$ cat src/hdl/sseg_pkg.sv
`timescale 1ns / 1ps
// ----------------------------------------------------------------------------
// sseg_pkg
// Shared types, constants and segment tables for the seven-segment shift-out.
// ----------------------------------------------------------------------------
package sseg_pkg;

  localparam int ValueW    = 14;
  localparam int DigitW    = 4;
  localparam int NumDigits = 4;
  localparam int BcdW      = DigitW * NumDigits;
  localparam int CodeW     = 8;
  localparam int CodesW    = CodeW * NumDigits;
  localparam int CntW      = 6;

  localparam logic [ValueW-1:0] MaxValue = ValueW'(9999);

  typedef logic [CodesW-1:0] codes_t;

  // one queue entry: four digit codes, ones code in the lowest byte
  typedef struct packed {
    logic   valid;
    codes_t codes;
  } sseg_entry_t;

  // normal active-low segment table
  function automatic logic [CodeW-1:0] seg_normal(input logic [DigitW-1:0] d);
    logic [CodeW-1:0] c;
    case (d)
      4'd0:    c = 8'd192;
      4'd1:    c = 8'd249;
      4'd2:    c = 8'd164;
      4'd3:    c = 8'd176;
      4'd4:    c = 8'd153;
      4'd5:    c = 8'd146;
      4'd6:    c = 8'd130;
      4'd7:    c = 8'd248;
      4'd8:    c = 8'd128;
      4'd9:    c = 8'd144;
      default: c = 8'd0;
    endcase
    return c;
  endfunction

  // upside-down active-low segment table
  function automatic logic [CodeW-1:0] seg_flipped(input logic [DigitW-1:0] d);
    logic [CodeW-1:0] c;
    case (d)
      4'd0:    c = 8'd192;
      4'd1:    c = 8'd207;
      4'd2:    c = 8'd164;
      4'd3:    c = 8'd134;
      4'd4:    c = 8'd139;
      4'd5:    c = 8'd146;
      4'd6:    c = 8'd144;
      4'd7:    c = 8'd199;
      4'd8:    c = 8'd128;
      4'd9:    c = 8'd130;
      default: c = 8'd0;
    endcase
    return c;
  endfunction

endpackage

$ cat src/hdl/sseg_front.sv
`timescale 1ns / 1ps
// ----------------------------------------------------------------------------
// sseg_front
// Accepts a value, saturates it, converts it to decimal digits by shift-add-3
// and pushes the four segment codes into the queue.
// ----------------------------------------------------------------------------
module sseg_front (
  input  logic                       clk_i,
  input  logic                       rst_ni,
  input  logic                       in_valid_i,
  output logic                       in_ready_o,
  input  logic [sseg_pkg::ValueW-1:0] in_value_i,
  output sseg_pkg::sseg_entry_t      push_o,
  input  logic                       push_ready_i
);
  import sseg_pkg::*;

  typedef enum logic [1:0] {
    StIdle,
    StConv,
    StPush
  } state_e;

  localparam int StepW = $clog2(ValueW + 1);

  state_e            state_q;
  logic [ValueW-1:0] bin_q, bin_d;
  logic [BcdW-1:0]   bcd_q, bcd_d;
  logic [StepW-1:0]  step_q;
  logic [BcdW-1:0]   bcd_adj;

  // add 3 to every digit of 5 or more before the shift
  always_comb begin
    for (int i = 0; i < NumDigits; i++) begin
      logic [DigitW-1:0] dig;
      dig = bcd_q[i*DigitW +: DigitW];
      bcd_adj[i*DigitW +: DigitW] = (dig >= DigitW'(5)) ? dig + DigitW'(3) : dig;
    end
    bcd_d = {bcd_adj[BcdW-2:0], bin_q[ValueW-1]};
    bin_d = {bin_q[ValueW-2:0], 1'b0};
  end

  // conversion sequencer
  always_ff @(posedge clk_i or negedge rst_ni) begin
    if (!rst_ni) begin
      state_q <= StIdle;
      step_q  <= '0;
    end else begin
      case (state_q)
        StIdle: begin
          if (in_valid_i) begin
            state_q <= StConv;
            step_q  <= '0;
          end
        end
        StConv: begin
          step_q <= step_q + StepW'(1);
          if (step_q == StepW'(ValueW - 1)) begin
            state_q <= StPush;
          end
        end
        StPush: begin
          if (push_ready_i) begin
            state_q <= StIdle;
          end
        end
        default: state_q <= StIdle;
      endcase
    end
  end

  // payload registers
  always_ff @(posedge clk_i) begin
    if (state_q == StIdle && in_valid_i) begin
      bin_q <= (in_value_i > MaxValue) ? MaxValue : in_value_i;
      bcd_q <= '0;
    end else if (state_q == StConv) begin
      bin_q <= bin_d;
      bcd_q <= bcd_d;
    end
  end

  assign in_ready_o = (state_q == StIdle);

  // segment lookup on the finished digits
  assign push_o.valid = (state_q == StPush);
  assign push_o.codes = {seg_normal(bcd_q[3*DigitW +: DigitW]),
                         seg_normal(bcd_q[2*DigitW +: DigitW]),
                         seg_flipped(bcd_q[1*DigitW +: DigitW]),
                         seg_flipped(bcd_q[0 +: DigitW])};

endmodule

$ cat src/hdl/sseg_fifo.sv
`timescale 1ns / 1ps
// ----------------------------------------------------------------------------
// sseg_fifo
// Two-entry queue of code sets between the front and the serializer.
// ----------------------------------------------------------------------------
module sseg_fifo (
  input  logic                  clk_i,
  input  logic                  rst_ni,
  input  sseg_pkg::sseg_entry_t push_i,
  output logic                  push_ready_o,
  output sseg_pkg::sseg_entry_t head_o,
  input  logic                  pop_i
);
  import sseg_pkg::*;

  codes_t     mem_q [2];
  logic       wr_ptr_q, rd_ptr_q;
  logic [1:0] count_q;
  logic       do_push, do_pop;

  assign push_ready_o = (count_q != 2'd2);
  assign do_push      = push_i.valid && push_ready_o;
  assign do_pop       = pop_i && (count_q != 2'd0);

  // pointers and fill count
  always_ff @(posedge clk_i or negedge rst_ni) begin
    if (!rst_ni) begin
      wr_ptr_q <= 1'b0;
      rd_ptr_q <= 1'b0;
      count_q  <= 2'd0;
    end else begin
      if (do_push) wr_ptr_q <= ~wr_ptr_q;
      if (do_pop)  rd_ptr_q <= ~rd_ptr_q;
      count_q <= count_q + {1'b0, do_push} - {1'b0, do_pop};
    end
  end

  // storage
  always_ff @(posedge clk_i) begin
    if (do_push) mem_q[wr_ptr_q] <= push_i.codes;
  end

  assign head_o.valid = (count_q != 2'd0);
  assign head_o.codes = mem_q[rd_ptr_q];

endmodule

$ cat src/hdl/sseg_back.sv
`timescale 1ns / 1ps
// ----------------------------------------------------------------------------
// sseg_back
// Serializes one code set into 64 shift results: all-lit code zero first, then
// the digit codes, MSB first, with latch and last marks.
// ----------------------------------------------------------------------------
module sseg_back (
  input  logic                  clk_i,
  input  logic                  rst_ni,
  input  sseg_pkg::sseg_entry_t head_i,
  output logic                  pop_o,
  output logic                  out_valid_o,
  input  logic                  out_ready_i,
  output logic [1:0]            out_channel_o,
  output logic                  out_data_bit_o,
  output logic                  out_latch_o,
  output logic                  out_last_o
);
  import sseg_pkg::*;

  logic [CntW-1:0]  k_q;
  logic             valid_q;
  logic [1:0]       chan_q;
  logic             bit_q, latch_q, last_q;
  logic             advance;
  logic [1:0]       chan;
  logic [2:0]       bidx;
  logic [CodeW-1:0] code;
  logic             dbit;

  assign advance = head_i.valid && (!valid_q || out_ready_i);
  assign pop_o   = advance && (k_q == '1);

  // pick the current bit: first half sends all-lit code zero
  assign chan = k_q[4:3];
  assign bidx = 3'd7 - k_q[2:0];
  assign code = head_i.codes[chan*CodeW +: CodeW];
  assign dbit = k_q[CntW-1] ? code[bidx] : 1'b0;

  // bit counter and output valid
  always_ff @(posedge clk_i or negedge rst_ni) begin
    if (!rst_ni) begin
      k_q     <= '0;
      valid_q <= 1'b0;
    end else begin
      if (advance) begin
        k_q     <= k_q + CntW'(1);
        valid_q <= 1'b1;
      end else if (out_ready_i) begin
        valid_q <= 1'b0;
      end
    end
  end

  // output payload register
  always_ff @(posedge clk_i) begin
    if (advance) begin
      chan_q  <= chan;
      bit_q   <= dbit;
      latch_q <= (k_q[2:0] == 3'd7);
      last_q  <= (k_q == '1);
    end
  end

  assign out_valid_o    = valid_q;
  assign out_channel_o  = chan_q;
  assign out_data_bit_o = bit_q;
  assign out_latch_o    = latch_q;
  assign out_last_o     = last_q;

endmodule

$ cat src/hdl/four_digit_seven_segment_shiftout_unit.sv
`timescale 1ns / 1ps
// ----------------------------------------------------------------------------
// four_digit_seven_segment_shiftout_unit
// Converts a number to four seven-segment codes and shifts them out serially.
// ----------------------------------------------------------------------------
// Each accepted value (saturated at 9999) yields 64 shift results, one per
// cycle while the output side is ready: eight codes of eight bits, MSB first,
// to channels 0..3 twice, all-lit code zero first and then the digit codes
// (ones and tens upside down). The serializer sets the sustained rate; while it
// shifts out one value the front already takes the next (accept, 14 conversion
// steps, queue push), and a two-entry queue holds finished code sets.
module four_digit_seven_segment_shiftout_unit (
  input  logic        clk_i,
  input  logic        rst_ni,
  input  logic        s_tvalid_i,
  output logic        s_tready_o,
  input  logic [15:0] s_tdata_i,   // [13:0] value, [15:14] zero
  output logic        m_tvalid_o,
  input  logic        m_tready_i,
  output logic [7:0]  m_tdata_o,   // [1:0] channel, [2] data_bit, [3] latch_after, [7:4] zero
  output logic        m_tlast_o    // last
);
  import sseg_pkg::*;

  sseg_entry_t push, head;
  logic        push_ready, pop;
  logic [1:0]  channel;
  logic        data_bit, latch_after;

  // front: accept, saturate, convert
  sseg_front u_front (
    .clk_i        (clk_i),
    .rst_ni       (rst_ni),
    .in_valid_i   (s_tvalid_i),
    .in_ready_o   (s_tready_o),
    .in_value_i   (s_tdata_i[ValueW-1:0]),
    .push_o       (push),
    .push_ready_i (push_ready)
  );

  // queue between the two sides
  sseg_fifo u_fifo (
    .clk_i        (clk_i),
    .rst_ni       (rst_ni),
    .push_i       (push),
    .push_ready_o (push_ready),
    .head_o       (head),
    .pop_i        (pop)
  );

  // back: serializer
  sseg_back u_back (
    .clk_i          (clk_i),
    .rst_ni         (rst_ni),
    .head_i         (head),
    .pop_o          (pop),
    .out_valid_o    (m_tvalid_o),
    .out_ready_i    (m_tready_i),
    .out_channel_o  (channel),
    .out_data_bit_o (data_bit),
    .out_latch_o    (latch_after),
    .out_last_o     (m_tlast_o)
  );

  assign m_tdata_o = {4'b0000, latch_after, data_bit, channel};

`ifndef NO_ASSERTIONS
  // the final result is the eighth bit to the thousands chain
  a_last_is_latch: assert property (@(posedge clk_i) disable iff (!rst_ni)
    m_tvalid_o && m_tlast_o |-> m_tdata_o[3] && (m_tdata_o[1:0] == 2'd3))
    else $error("last result is not a latched bit of channel 3");

  // a code set waiting for queue space keeps its value
  a_push_hold: assert property (@(posedge clk_i) disable iff (!rst_ni)
    push.valid && !push_ready |=> push.valid && $stable(push.codes))
    else $error("pending code set changed while queue full");

  // the serializer releases a queue entry only on its last bit
  a_pop_last: assert property (@(posedge clk_i) disable iff (!rst_ni)
    pop |=> m_tvalid_o && m_tlast_o)
    else $error("queue entry released before final result");
`endif

endmodule

$ cat config.mk
export PLATFORM = sky130hd
export DESIGN_NAME = four_digit_seven_segment_shiftout_unit
export DESIGN_NICKNAME = d
export VERILOG_FILES = /design/src/hdl/sseg_pkg.sv /design/src/hdl/sseg_front.sv /design/src/hdl/sseg_fifo.sv /design/src/hdl/sseg_back.sv /design/src/hdl/four_digit_seven_segment_shiftout_unit.sv
export SDC_FILE = /design/constraint.sdc
export NUM_CORES = 1
export LEC_CHECK = 0
export BUFFER_PORTS_ARGS = -buffer_cell sky130_fd_sc_hd__buf_2
export CELL_PAD_IN_SITES_DETAIL_PLACEMENT = 1
export CELL_PAD_IN_SITES_GLOBAL_PLACEMENT = 1
export CORE_ASPECT_RATIO = 1.75
export CORE_MARGIN = 10
export CORE_UTILIZATION = 23
export CTS_CLUSTER_SIZE = 28
export DETAILED_ROUTE_END_ITERATION = 16
export PLACE_DENSITY_LB_ADDON = 0.25
export SKIP_CTS_REPAIR_TIMING = 1
export SYNTH_ARGS = -nofsm -noshare
export SYNTH_HDL_FRONTEND = slang
export SYNTH_SLANG_ARGS = --single-unit
$ cat constraint.sdc
create_clock -name clk_i -period 5.8 [get_ports clk_i]
set_input_delay 1.16 -clock clk_i [delete_from_list [all_inputs] [get_ports clk_i]]
set_output_delay 1.16 -clock clk_i [all_outputs]
set_load 0.02 [all_outputs]
# Yosys cells after proc, flatten, opt, wreduce, memory -nomap -nowiden
# Memories as Yosys holds them, arrays and structs flattened. A register that Yosys moved wholly into a read port is not among the register bits.
# Cells that the tools add are included.
[op_classes]
bitwise_logic = 2
reduce_logical = 14
n_shift = 1
n_addsub = 9
order_cmp = 6
n_mux = 27
n_eq_ne = 9
[ops]
columns = ["op", "n"]
rows = [
  ["4-bit two-way mux", 12],
  ["14-bit two-way mux", 3],
  ["32-bit by 6-bit indexed part select with 8-bit output", 1],
  ["4-bit by 3-bit greater-or-equal comparator with 1-bit output, second input constant", 4],
  ["14-bit greater-than comparator, second input constant", 1],
  ["4-bit by 2-bit adder with 4-bit output, second input constant", 3],
  ["4-bit one-hot mux with 2 select lines", 1],
  ["2-bit nonzero test", 4],
  ["6-bit by 1-bit adder with 6-bit output, second input constant", 1],
  ["6-bit equality test, second input constant", 1],
  ["2-bit two-way mux", 3],
  ["2-bit != test, second input constant", 3],
  ["2-bit one-hot mux with 3 select lines", 1],
  ["1-bit logical AND", 5],
  ["1-bit two-way mux", 5],
  ["4-bit by 1-bit adder with 4-bit output, second input constant", 1],
  ["4-bit equality test, second input constant", 1],
  ["3-bit by 4-bit less-than comparator with 1-bit output, second input constant", 1],
  ["3-bit by 2-bit adder with 3-bit output, second input constant", 1],
  ["1-bit binary-select mux with 3-bit select", 1],
  ["3-bit equality test, second input constant", 1],
  ["3-bit two-way mux", 1],
  ["3-bit AND reduction", 1],
  ["3-bit subtractor, first input constant", 1],
  ["other kinds (10)", 11],
]
[word_totals]
in_bits = 20
mem_bits_ro = 512
ff_bits = 52
out_inout_bits = 11
word_cells = 86
mem_bits_rw = 64
mem_count = 5
[mem_list]
columns = ["memory", "words", "word_bits", "rd", "rd_ports_with_merged_regs", "wr", "line", "source"]
rows = [
  ["(no name shown)", 16, 8, 1, 1, 0, "sseg_pkg.sv:48", "case (d)"],
  ["(no name shown)", 16, 8, 1, 1, 0, "sseg_pkg.sv:29", "case (d)"],
  ["(no name shown)", 16, 8, 1, 1, 0, "sseg_pkg.sv:29", ""],
  ["(no name shown)", 16, 8, 1, 1, 0, "sseg_pkg.sv:48", ""],
  ["u_fifo.mem_q", 2, 32, 1, 0, 1, "sseg_fifo.sv:16", "codes_t mem_q [2];"],
]

# Depth between registers and ports, before layout
[depth]
ltp_word = 6
depth_mapped = 10
mapped_depth_nobuf = 10

# Cells and area by module
# A second synthesis with hierarchy kept.
[unflattened]
cells_unflattened = 504
hier_area_um2 = 6646.4
[modules_own_cells]
columns = ["mod", "cells_each", "instances", "seq_area_each_um2", "area_per_inst_um2"]
rows = [
  ["sseg_front", 311, 1, 1531.5, 3279.4],
  ["sseg_fifo", 117, 1, 2021.9, 2519.9],
  ["sseg_back", 69, 1, 325.3, 798.3],
  ["four_digit_seven_segment_shiftout_unit", 7, 1, 0.0, 48.8],
]

# Worst setup path before layout
# No wires, ideal clock.
[synth_timing]
path_kind = "register -> register"
from = "reg u_front.state_q[0]"
to = "mem u_fifo.mem_q[0][0] in the netlist's numbering (enable)"
slack_ns = 3.107
setup_time_ns = 0.425
stages_incl_launch_ff = 4
arrival_ns = 2.268
path_buffers = 0
required_ns = 5.375
path_cell_list = "dfrtp_1 -> nand2b_1 -> a21oi_1 -> nor2b_1"
[synth_via]
elab_chain_len = 4
[synth_lines]
columns = ["item", "line", "source"]
rows = [
  ["start, declared", "sseg_front.sv:26", "state_e state_q;"],
  ["start signal, assigned", "sseg_front.sv:46", "state_q <= StIdle;"],
  ["start signal, assigned", "sseg_front.sv:52", "state_q <= StConv;"],
  ["start signal, assigned", "sseg_front.sv:59", "state_q <= StPush;"],
  ["2-bit equality test", "sseg_front.sv:86", "assign push_o.valid = (state_q == StPush);"],
  ["1-bit logical AND", "sseg_fifo.sv:22", "assign do_push = push_i.valid && push_ready_o;"],
  ["via u_fifo.do_push", "sseg_fifo.sv:19", "logic do_push, do_pop;"],
  ["1-bit two-way mux", "sseg_fifo.sv:40", "if (do_push) mem_q[wr_ptr_q] <= push_i.codes;"],
  ["1-bit two-way mux (implied by the code)", "sseg_fifo.sv:40", ""],
  ["end, declared", "sseg_fifo.sv:16", ""],
]
# The timed path passes the listed nets, and every way through them passes these cells.

# Worst setup path in the final report
[layout_timing]
from = "in s_tvalid_i"
to = "reg, netlist name u_front.push_o[18]"
[layout_via]
elab_chain_len = 2
[layout_lines]
columns = ["item", "line", "source"]
rows = [
  ["start, declared", "four_digit_seven_segment_shiftout_unit.sv:15", "input logic s_tvalid_i,"],
  ["1-bit logical AND", "sseg_front.sv:74", "if (state_q == StIdle && in_valid_i) begin"],
  ["4-bit two-way mux (no source line)", "-", ""],
]
# No other way between the ends.
# A chain may end at the register's enable or synchronous reset.

==> flow_metrics.env <==
export IMPL_cts_sinks=148
export IMPL_coreArea_sq_um=27400
export IMPL_clkLatencyLatePin_ns=0.42
export IMPL_drt_initial_drc_count=131
export IMPL_drv_slew=0
export IMPL_reg2reg_depth=6
export IMPL_synth_area_sq_um=6430
export IMPL_gr_total_overflow=0
export IMPL_nFillCells=3055
export IMPL_synth_area_leaders="edfxtp_1, dfxtp_1, dfrtp_1"
export IMPL_route_detailed_drc=0
export IMPL_cp_end_kind="register"
export IMPL_synth_ff_type="edfxtp_1"
export IMPL_skew_ns=0.00712
export IMPL_yosysWarnings=0
export IMPL_dp_hpwl_microns=9720
export IMPL_routed_wirelength_microns=13200
export IMPL_final_common_cell="edfxtp_1"
export IMPL_cts_tree="done"
export IMPL_min_path_cells=0
export IMPL_seq_area_frac_synth_pct=60.3
export IMPL_final_cell_mix="edfxtp_1, nand2_1, dfxtp_1"
export IMPL_num_vias=3796
export IMPL_crit_chain="buf_2 -> nand2_1 -> and3_1 -> a21oi_2 -> inv_1 -> nor4_1"
export IMPL_cp_arrival_ns=3.07
export IMPL_r2r_start="u_front.state_q[1]"
export IMPL_finalSetupViolCount=0
export IMPL_nets=580
export IMPL_hold_violations=0
export IMPL_fmax_mhz=356
export IMPL_ctsHtreeMaxLevel=4
export IMPL_initial_core_util_pct=23.4
export IMPL_fp_dieH_microns=241
export IMPL_areaGrowthSynthToFinish_pct=17.0
export IMPL_root_buffer="clkbuf_16"
export IMPL_synth_top_area_share_pct=38.8
export IMPL_avgRoutedWirePerCell_microns=14.6
export IMPL_finalCritPeriodShare_pct=48.5
export IMPL_grt_usage_pct=7.83
export IMPL_port_buffers=24
export IMPL_pin_count=31
export IMPL_critPathKind="input port to register"
export IMPL_ir_worst_vdd_uv=187
export IMPL_cp_slowest_cell="nor4_1"
export IMPL_clkTransAtPathRegs_ns=0.06
export IMPL_synthCells=502
export IMPL_slowest_delay_ns=0.49
export IMPL_crit_required_ns=6.06
export IMPL_worst_slack_ns=2.99
export IMPL_gp_congestion=0.704
export IMPL_first_pass_iters=4
export IMPL_worst_slew_margin_rel_pct=46.8
export IMPL_path_max_fanout=23
export IMPL_pre_cts_ws_ns=2.47
export IMPL_p_leak_nw=2.93
export IMPL_yosys_register_bits=148
export IMPL_synth_area_leader_cell="edfxtp_1"
export IMPL_clock_path_buffers=2
export IMPL_min_period_ns=2.81
export IMPL_die_area_sq_um=35300
export IMPL_cap_violations=0
export IMPL_antenna_left=0
export IMPL_cts_buffers=17
export IMPL_cp_start_kind="input port"
export IMPL_rsz0062_at_grt="no"
export IMPL_ys_async_sr_fraction_pct=11.5
export IMPL_grt_max_degree=33
export IMPL_hp_class="register to register"
export IMPL_worst_r2r_setup_slack_ns=3.04
export IMPL_grt_pass1_vias=4168
export IMPL_grt_pass1_wl_microns=21600
export IMPL_num_rows=80
export IMPL_hold_end="u_fifo.mem_q[1][23]"
export IMPL_via_per_inst=4.18
export IMPL_r2r_end="u_front.push_o[18]"
export IMPL_synthDistinctLibCells=47
export IMPL_n_antenna_cell=0
export IMPL_finalSetupTns_ns=0
export IMPL_powerDensity_nw_per_um2=574
export IMPL_synth_edf_count=83
export IMPL_tightest_slew_ns=0.796
export IMPL_die_w_microns=146
export IMPL_antenna_found_initial=0
export IMPL_holdCritStartpoint="u_front.push_o[23]"
export IMPL_outcome="complete, no violations"
export IMPL_drive_gt1_share_pct=13.9
export IMPL_avgSynthCellArea_sq_um=12.8
worst max path at each step:
stage / to / cells past startpoint / startpoint / slack (ns)
2_1_floorplan: u_fifo.mem_q[0][0] / 3 / u_front.state_q[0] / 3.11
3_3_place_gp: u_front.push_o[18] / 6 / s_tvalid_i / 2.51
3_5_place_dp: u_front.push_o[18] / 6 / s_tvalid_i / 2.47
4_1_cts: u_front.push_o[18] / 6 / u_front.state_q[1] / 2.89
5_1_grt: u_front.push_o[18] / 6 / u_front.state_q[1] / 2.72
6_report: u_front.push_o[18] / 6 / s_tvalid_i / 2.99
sequential cells by signal, summed over array words and instances, names as in the netlist:
name,cells
u_back.k_q,6
u_back.out_channel_o,2
u_back.out_data_bit_o,1
u_back.out_last_o,1
u_back.out_latch_o,1
u_back.out_valid_o,1
u_fifo.count_q,2
u_fifo.mem_q,64
u_fifo.rd_ptr_q,1
u_fifo.wr_ptr_q,1
u_front.bcd_q,16
u_front.bin_q,14
u_front.push_o,32
u_front.state_q,2
u_front.step_q,4
area by class of cell:
cell class,count,area (sq um),share of cell area [%]
Clock buffer,18,429,5.71
Clock inverter,14,178,2.36
Inverter,32,120,1.60
Multi-Input combinational cell,297,2290,30.4
Sequential cell,148,3880,51.6
Tap cell,369,462,6.14
Timing Repair Buffer,30,165,2.20
stage by stage:
| step | total power, mW | instance area (sq um) | util, % | hold slack [ns] | std cells |
|---|---|---|---|---|---|
| 2_1_floorplan | 2.80 | 6440 | - | 0.404 | 505 |
| 3_3_place_gp | 3.17 | 6910 | 25.2 | 0.411 | 876 |
| 3_5_place_dp | 3.27 | 6910 | 25.2 | 0.416 | 876 |
| 4_1_cts | 4.42 | 7520 | 27.4 | 0.431 | 908 |
| 5_1_grt | 4.68 | 7520 | 27.4 | 0.444 | 908 |
| 6_report | 4.32 | 7520 | 27.4 | 0.428 | 908 |
report_power, final:
part,switching (mW),leakage (nW),internal (mW)
clock,0.448,0.284,0.681
combinational,0.921,1.27,0.611
sequential,0.211,1.38,1.45
total,1.58,2.93,2.74
synthesized netlist by cell type, drive strengths merged, types with 17 or more instances:
| master | number |
|---|---|
| edfxtp | 83 |
| nand2 | 50 |
| dfxtp | 48 |
| ha | 34 |
| inv | 32 |
| a21oi | 28 |
| o21ai | 25 |
| buf | 17 |
| dfrtp | 17 |
| nor2 | 17 |
layer usage:
layer	wire length, microns	track usage [%]	up-vias
met5	0	0	-
met4	332	4.38	0
met3	384	2.08	17
met2	7390	14.8	50
met1	5110	7.54	1884
li1	-	-	1845
worst max-delay path, delay by kind of cell:
kind | cells | cell delay (ns)
AND/OR/NAND/NOR | 3 | 1.37
AO/OA/AOI/OAI | 1 | 0.32
buffers and inverters | 2 | 0.21
logic make-up after synthesis:
family / synth area share [%]
flops: 60.3
compound gates: 7.71
simple gates: 9.98
mux: 9.11
other cells: 0.0583
buf+inv: 4.30
xor+xnor: 1.91
fa+ha+maj: 6.62
Note: power is estimated with default switching activity, not from simulation.
